### src/rtl/core/lislt_pkg.sv
package lislt_pkg;

	localparam int unsigned LEN_W   = 11;
	localparam int unsigned VALUE_W = 32;

	typedef enum logic [1:0] {
		ST_IDLE,
		ST_SEARCH,
		ST_WRITE
	} lislt_state_t;

	typedef struct packed {
		logic [LEN_W-1:0] length;
		logic             end_of_sequence;
		logic             overflow;
	} lislt_result_t;

endpackage

### src/rtl/core/lislt_ctrl.sv
module lislt_ctrl #(
	parameter int unsigned TABLE_DEPTH = 1024
) (
	input  logic                              clk,
	input  logic                              arst_n,
	input  logic                              in_valid,
	output logic                              in_ready,
	input  logic signed [lislt_pkg::VALUE_W-1:0] value,
	input  logic                              last,
	output logic                              ram_we,
	output logic [$clog2(TABLE_DEPTH)-1:0]    ram_waddr,
	output logic [lislt_pkg::VALUE_W-1:0]     ram_wdata,
	output logic                              ram_re,
	output logic [$clog2(TABLE_DEPTH)-1:0]    ram_raddr,
	input  logic [lislt_pkg::VALUE_W-1:0]     ram_rdata,
	input  logic                              out_hold,
	output logic                              res_load,
	output lislt_pkg::lislt_result_t          res
);

	import lislt_pkg::*;

	localparam int unsigned AW = $clog2(TABLE_DEPTH);
	localparam int unsigned CW = $clog2(TABLE_DEPTH + 1);

	lislt_state_t               state_q, state_d;
	logic signed [VALUE_W-1:0]  key_q;
	logic                       last_q;
	logic [CW-1:0]              lo_q, lo_d;
	logic [CW-1:0]              hi_q, hi_d;
	logic [AW-1:0]              mid_q, mid_d;
	logic [CW-1:0]              count_q, count_d;
	logic                       ovf_q, ovf_d;
	logic                       less;
	logic [CW-1:0]              span;
	logic [CW-1:0]              cnt_new;
	logic                       ovf_new;

	// The shared compare unit: one probe of the tail table per cycle.
	assign less = $signed(ram_rdata) < key_q;

	always_ff @(posedge clk or negedge arst_n) begin
		if (!arst_n) begin
			state_q <= ST_IDLE;
			count_q <= '0;
			ovf_q   <= 1'b0;
		end else begin
			state_q <= state_d;
			count_q <= count_d;
			ovf_q   <= ovf_d;
		end
	end

	always_ff @(posedge clk) begin
		if (in_valid && in_ready) begin
			key_q  <= value;
			last_q <= last;
		end
		lo_q  <= lo_d;
		hi_q  <= hi_d;
		mid_q <= mid_d;
	end

	always_comb begin
		state_d   = state_q;
		in_ready  = 1'b0;
		lo_d      = lo_q;
		hi_d      = hi_q;
		mid_d     = mid_q;
		span      = '0;
		count_d   = count_q;
		ovf_d     = ovf_q;
		ram_we    = 1'b0;
		ram_waddr = AW'(lo_q);
		ram_wdata = key_q;
		ram_re    = 1'b0;
		ram_raddr = mid_q;
		res_load  = 1'b0;
		cnt_new   = count_q;
		ovf_new   = ovf_q;
		unique case (state_q)
			ST_IDLE: begin
				in_ready = 1'b1;
				lo_d     = '0;
				hi_d     = count_q;
				mid_d    = AW'(count_q >> 1);
				if (in_valid) begin
					ram_re    = (count_q != '0);
					ram_raddr = AW'(count_q >> 1);
					state_d   = (count_q != '0) ? ST_SEARCH : ST_WRITE;
				end
			end
			ST_SEARCH: begin
				if (less) begin
					lo_d = CW'(mid_q) + CW'(1);
				end else begin
					hi_d = CW'(mid_q);
				end
				span  = hi_d - lo_d;
				mid_d = AW'(lo_d + (span >> 1));
				if (lo_d < hi_d) begin
					ram_re    = 1'b1;
					ram_raddr = mid_d;
				end else begin
					state_d = ST_WRITE;
				end
			end
			ST_WRITE: begin
				if (lo_q < count_q) begin
					ram_waddr = AW'(lo_q);
				end else if (count_q < CW'(TABLE_DEPTH)) begin
					ram_waddr = AW'(count_q);
					cnt_new   = count_q + CW'(1);
				end else begin
					ovf_new = 1'b1;
				end
				// The result register must be free before the table is touched.
				if (!out_hold) begin
					res_load = 1'b1;
					ram_we   = (lo_q < count_q) || (count_q < CW'(TABLE_DEPTH));
					count_d  = last_q ? '0 : cnt_new;
					ovf_d    = last_q ? 1'b0 : ovf_new;
					state_d  = ST_IDLE;
				end
			end
			default: begin
				state_d = ST_IDLE;
			end
		endcase
	end

	assign res.length          = LEN_W'(cnt_new);
	assign res.end_of_sequence = last_q;
	assign res.overflow        = ovf_new;

endmodule

### config.mk
export PLATFORM = sky130hd
export DESIGN_NAME = lislt_ctrl
export DESIGN_NICKNAME = d
export VERILOG_FILES = /design/src/rtl/core/lislt_pkg.sv /design/src/rtl/core/lislt_ctrl.sv
export SDC_FILE = /design/constraint.sdc
export NUM_CORES = 1
export LEC_CHECK = 0
export ABC_AREA = 1
export BUFFER_PORTS_ARGS = -buffer_cell sky130_fd_sc_hd__buf_2
export CAP_MARGIN = 30
export CORE_MARGIN = 8
export CORE_UTILIZATION = 53
export CTS_BUF_LIST = sky130_fd_sc_hd__clkbuf_2 sky130_fd_sc_hd__clkbuf_4 sky130_fd_sc_hd__clkbuf_8
export DETAILED_ROUTE_END_ITERATION = 16
export PLACE_DENSITY = 0.84
export SETUP_SLACK_MARGIN = 0.4
export SLEW_MARGIN = 20
export SYNTH_ARGS = -nofsm -noshare
export SYNTH_HDL_FRONTEND = slang
export SYNTH_SLANG_ARGS = --single-unit
### constraint.sdc
create_clock -name clk -period 7.65 [get_ports clk]
set_clock_uncertainty 0.05 [all_clocks]
set_input_delay 1.53 -clock clk [delete_from_list [all_inputs] [get_ports clk]]
set_output_delay 1.53 -clock clk [all_outputs]
set_load 0.05 [all_outputs]
==> impl_metrics.csv, run 1 <==
group,metric,value,unit
clock_network,clock-root-buffer,"clkbuf_8",
timing,setup_viol,0,
critical_path,crit_family,"simple AND/OR/NAND/NOR gates",
drt,drcViolationCount,0,
yosys,ys_async_sr_fraction,17.72,%
floorplanning,coreArea,10890,um2
yosys,yosysSeqAreaShare,38.83,%
timing,fmax,0.1354,GHz
hold_path,hp-start,"ovf_q",
timing,worst_pin_slew,0.9439,ns
place,gp_congestion,0.9497,
critical_path,critPathMaxFanout,13,
yosys,synthTopCellsByArea,"edfxtp_1 (33%), ha_1 (13%), nand2_1 (12%), inv_1 (6.9%), dfrtp_1 (5.9%)",
drt,drt-initial-drc-count,690,
global_route,grt-ovfl-total,0,
critical_path,cp_common_cell,"nand2_1",
yosys,synth_edf_count,65,
drt,wirelength,19070,um
place,io_buffers,137,
floorplanning,die_height,121.8,um
hold_path,hold_path.class,"reg -> reg",
floorplanning,placementRows,38,
critical_path,worst_ep_required_time,6.07,ns
place,post_dp_cell_area,6768,um2
critical_path,max_stage_delay,0.31,ns
layout,num-fill-cells,758,
drt,first_pass_iters,6,
clock_network,cts_hold_buf,0,
yosys,synth.top_cell.area_share,32.93,%
timing,slew_violations,0,
global_route,grt_pass1_vias,5567,
floorplanning,die-area,14830,um2
timing,fin_crit_sh,96.54,%
flow_run,timing.max_cap.violations,0,
critical_path,critPathArrivalTime,5.81,ns
yosys,yosysWarnings,0,
clock_network,clkLatencyLatePin,0.36,ns
yosys,synth.ff_latch_count,79,
timing,slew-limit-headroom,36.84,%
critical_path,cp-end-kind,"output port",
drt,antenna_left,0,
critical_path,critPathKind,"in -> out",
clock_network,cts_sinks,79,
yosys,synth_cell_type_count,47,
run_status,run_status,"finished clean",
yosys,synth_area,5928,um2
layout,utilization,72.17,%
layout,syn2layout_area_growth,32.55,%
global_route,grt_max_degree,34,
timing,rsz0062_at_grt,"true",
timing,min_period,7.386,ns
drt,routedWlPerCell,18.15,um
timing,hold_viol_final,0,
layout,layout.nets,1040,
yosys,avgSynthCellArea,8.044,um2
timing,whs,0.5038,ns
global_route,grt_pass1_wl,27550,um
critical_path,startpoint_type,"input pin",
hold_path,min_path_cells,2,
floorplanning,initial_core_util,54.45,%
drt,vias,6073,
yosys,syn-num-nets,871,
floorplanning,ios,138,
layout,diodes,0,
critical_path,r2r-end,"mid_q[9]",
clock_network,numCtsBuffers,9,
clock_network,cts_tree,"done",
critical_path,critPathBufInv,7,
layout,layout_commonest_cell,"nand2_1",
critical_path,ff2ff_path_depth,32,
critical_path,rrSetupSlack,2.96,ns
floorplanning,fp.dieW,121.8,um
clock_network,clk_pin_slew,0.09,ns
clock_network,htree_levels,3,
clock_network,clockBufferDepth,2,
drt,avgViaCountPerCell,5.778,
layout,final_cell_mix,"nand2_1 (169), buf_2 (128), inv_1 (105), edfxtp_1 (65), ha_1 (47)",
global_route,grt_usage,23.34,%
layout,final_area,7858,um2
yosys,synth_top_area_cell,"edfxtp_1",
place,hpwlAfterDp,13210,um
hold_path,worstHoldEndpoint,"ovf_q",
critical_path,cpMaxStageDelayCell,"ha_1",
global_route,antenna_found_initial,0,
yosys,synth_top_flop_cell,"edfxtp_1",
yosys,syn_inst,737,
critical_path,reg2reg_from,"ram_wdata[23]",
layout,drive_gt1_share,33.37,%
## timing repair
| action | 4_1_cts | 5_1_grt |
|---|---|---|
| gates cloned | 2 | 0 |
| setup buffers | 15 | 14 |
| gates resized for setup | 53 | 93 |
| hold endpoints to repair | 0 | 0 |
| endpoints found under the setup margin | 10 | 11 |
| pin swaps | 19 | 51 |
## cells in the mapped netlist (3+ instances only)
master / number
o21ai_1: 14
nor2_1: 45
nand4_1: 7
inv_2: 7
a22oi_1: 6
buf_4: 3
a211oi_1: 3
xor2_1: 16
ha_1: 63
nand3_1: 30
nand2_1: 184
o21ai_0: 48
o22ai_1: 11
nor3_1: 6
nor2_2: 3
dfrtp_1: 14
a21oi_1: 41
o211ai_1: 4
inv_1: 109
xnor2_1: 7
edfxtp_1: 65
nor4_1: 3
clkbuf_1: 11
nand2_2: 7
## cells by family after synthesis
| logic type | share of synthesized area [%] |
|---|---|
| AO/OA/AOI/OAI | 14.04 |
| flip-flops | 38.83 |
| AND/OR/NAND/NOR | 20.66 |
| XOR/XNOR | 3.672 |
| buffers and inverters | 8.822 |
| adder cells (fa/ha/maj) | 13.97 |
## metrics by stage
stage           TNS [ns]  worst slack [ns]  cells
3_3_place_gp           0           0.06171   1003
6_report               0            0.2644   1051
5_1_grt                0           0.07248   1051
3_5_place_dp   -0.004569         -0.004569   1004
2_1_floorplan          0            0.4136    737
4_1_cts                0            0.4065   1037
## registers in the layout (all words and copies together), names as in the netlist
register,cells
mid_q,10
hi_q,11
count_q,11
last_q,1
lo_q,11
ram_wdata,32
ovf_q,1
state_q,2
## how the worst max path moves through the flow
stage / endpoint / startpoint / slack [ns] / depth (start not counted)
after detailed placement: ram_raddr[9] / ram_rdata[19] / -0.005 / 34
final: ram_raddr[9] / ram_rdata[23] / 0.26 / 32
after global placement: ram_raddr[9] / ram_rdata[31] / 0.06 / 33
after floorplan: ram_raddr[8] / ram_rdata[31] / 0.41 / 27
after CTS: ram_raddr[9] / ram_rdata[19] / 0.41 / 35
after global routing: ram_raddr[7] / ram_rdata[3] / 0.07 / 35
## tightest hold or removal path, stage by stage, from the launching register on
cell     delay [ns]
dfrtp_1        0.38
inv_1          0.07
a21oi_1        0.07
## layer usage
metal	vias to the layer above	wire [um]	global-route usage [%]
met5	-	0	0
met4	0	663	9.638
met3	62	1983	5.460
met2	362	9222	38.71
met1	2840	7204	28.63
li1	2809	-	-
## cell type report
class | instances | area (um2) | share of cell area [%]
Multi-Input combinational cell | 523 | 3654 | 46.50
Sequential cell | 79 | 2302 | 29.30
Timing Repair Buffer | 173 | 1060 | 13.49
Inverter | 119 | 461.7 | 5.876
Tap cell | 140 | 175.2 | 2.229
Clock buffer | 10 | 131.4 | 1.672
Clock inverter | 6 | 67.56 | 0.8599
Timing Repair inverter | 1 | 6.256 | 0.07962
Power of run 1 is left out: the tool's default activity adds up to more than one toggle a clock period on the data nets, which glitch-free logic cannot reach.
==> run 2, diff against run 1 <==
Clock period 7.65 ns to 8.4 ns, I/O delays scaled along.
==> run 2 against run 1 <==
Via count is 6.0% lower. Critical path depth is 6 lower. Die area stayed put. Design area is 7.3% lower. Critical endpoint is now ram_raddr[8].
==> impl_metrics.csv, run 2 (synthesis gave the netlist of run 1 again) <==
group,metric,value,unit
run_status,run_status,"finished clean",
critical_path,worst_ep_required_time,6.67,ns
place,place_ws,0.1640,ns
layout,final_cell_mix,"nand2_1 (182), buf_2 (133), inv_1 (108), edfxtp_1 (65), ha_1 (56)",
place,gp_congestion,0.9168,
critical_path,cp-end-kind,"output port",
layout,largest_reg_flops,32,
global_route,use_met3,3.887,%
global_route,grt-ovfl-total,0,
place,io_buffers,137,
timing,slew_violations,0,
critical_path,critPathMaxFanout,17,
timing,setup_slack,0.6249,ns
timing,rsz0062_at_grt,"false",
drt,antenna_left,0,
floorplanning,die_height,121.8,um
drt,routedWlPerCell,16.47,um
global_route,grt_pass1_wl,25520,um
clock_network,clock-root-buffer,"clkbuf_8",
critical_path,startpoint_type,"input pin",
place,hpwlAfterDp,12960,um
hold_path,min_path_cells,2,
layout,layout.nets,1017,
global_route,met2_usage,35.80,%
layout,utilization,66.87,%
critical_path,critPathKind,"in -> out",
timing,fmax,0.1286,GHz
clock_network,cts_hold_buf,0,
layout,num-fill-cells,901,
drt,drcViolationCount,0,
global_route,grt_usage,21.41,%
clock_network,cts_tree,"done",
clock_network,htree_levels,3,
clock_network,clkLatencyLatePin,0.35,ns
timing,min_period,7.775,ns
drt,avgViaCountPerCell,5.552,
layout,layout_commonest_cell,"nand2_1",
floorplanning,initial_core_util,54.45,%
floorplanning,die-area,14830,um2
global_route,busiest_layer,"met2",
timing,fin_setup_tns,0,ns
clock_network,clk_pin_slew,0.09,ns
layout,syn2layout_area_growth,22.82,%
timing,slew-limit-headroom,56.15,%
floorplanning,coreArea,10890,um2
critical_path,critPathArrivalTime,6.05,ns
drt,vias,5707,
floorplanning,ios,138,
global_route,grt_pass1_vias,5346,
hold_path,hold_path.class,"reg -> reg",
clock_network,clockBufferDepth,2,
layout,drive_gt1_share,25.34,%
drt,wirelength,16940,um
drt,drt-initial-drc-count,501,
flow_run,timing.max_cap.violations,0,
layout,diodes,0,
drt,first_pass_iters,5,
clock_network,numCtsBuffers,9,
clock_network,cts_sinks,79,
floorplanning,placementRows,38,
timing,fin_crit_sh,92.56,%
global_route,grt_use_met1,26.62,%
timing,setup_viol,0,
global_route,antenna_found_initial,0,
critical_path,ff2ff_path_depth,26,
global_route,grt_max_degree,40,
floorplanning,fp.dieW,121.8,um
timing,hold_viol_final,0,
timing,worst_pin_slew,0.6562,ns
[run 2: changes by cell type in the layout (fill, tap and decap cells not counted), sizes merged]
cell / before / now
clkinvlp: 1 / 0
inv: 119 / 122
buf: 173 / 148
clkinv: 5 / 2
clkbuf: 10 / 12
bufinv: 1 / 2
[run 2: layout make-up]
type / count / area, um2 / share of cell area [%]
multi-input cells: 523 / 3282 / 45.08
well taps: 140 / 175.2 / 2.406
repair buffers: 149 / 813.3 / 11.17
clock buffers: 11 / 145.1 / 1.993
repair inverters: 2 / 17.52 / 0.2406
inverters: 119 / 459.2 / 6.307
flip-flops and latches: 79 / 2302 / 31.62
clock inverters: 5 / 86.33 / 1.186
[run 2: per-layer routing]
| metal | part of all wire [%] | wire, um | vias to the layer above |
|---|---|---|---|
| li1 | - | - | 2767 |
| met1 | 40 | 6775 | 2568 |
| met2 | 47 | 7928 | 327 |
| met3 | 9.9 | 1676 | 45 |
| met4 | 3.3 | 554 | 0 |
| met5 | 0 | 0 | - |
[run 2: what timing repair did]
| action | in CTS | in global routing |
|---|---|---|
| setup buffers | 0 | 4 |
| gates cloned | 0 | 2 |
| pin swaps | 1 | 14 |
| resized for setup | 11 | 39 |
| setup endpoints to repair | 4 | 8 |
[run 2: worst paths after layout]
| check | end | slack (ns) | from |
|---|---|---|---|
| worst max register to register | mid_q[9] | 3.69 | ram_wdata[23] |
| worst max-delay path | ram_raddr[8] | 0.62 | ram_rdata[21] |
| worst min register to register | ovf_q | 0.51 | ovf_q |
| max in group asynchronous | state_q[1] | 6.89 | arst_n |
| min in group asynchronous | ovf_q | 1.16 | arst_n |
| worst min-delay path | ovf_q | 0.51 | ovf_q |
[run 2: through the flow]
step / area, um2 / std cells / hold slack [ns]
2_1_floorplan: 5928 / 737 / 0.4398
3_3_place_gp: 6760 / 1004 / 0.4689
3_5_place_dp: 6760 / 1004 / 0.5034
4_1_cts: 7032 / 1020 / 0.5193
5_1_grt: 7281 / 1028 / 0.5489
6_report: 7281 / 1028 / 0.5108
[run 2: critical path, cell delays in order]
cell and delay (ns):
buf_2 0.10, ha_1 0.29, a21oi_2 0.14, nor2_1 0.04, nor2_1 0.13, nand3_1 0.12, a21oi_2 0.22, nand3_2 0.17
nand2_8 0.17, inv_6 0.10, o21ai_0 0.31, inv_1 0.17, fa_2 0.41, nor3_2 0.22, nor2_2 0.09, o211ai_2 0.21
xor2_1 0.18, ha_1 0.31, nand2_1 0.11, nor2_1 0.06, a211oi_2 0.21, nand3_1 0.13, nand3_1 0.10, nand2_1 0.06
nand3_1 0.08, clkbuf_4 0.23
Power of run 2 is left out for the same reason.
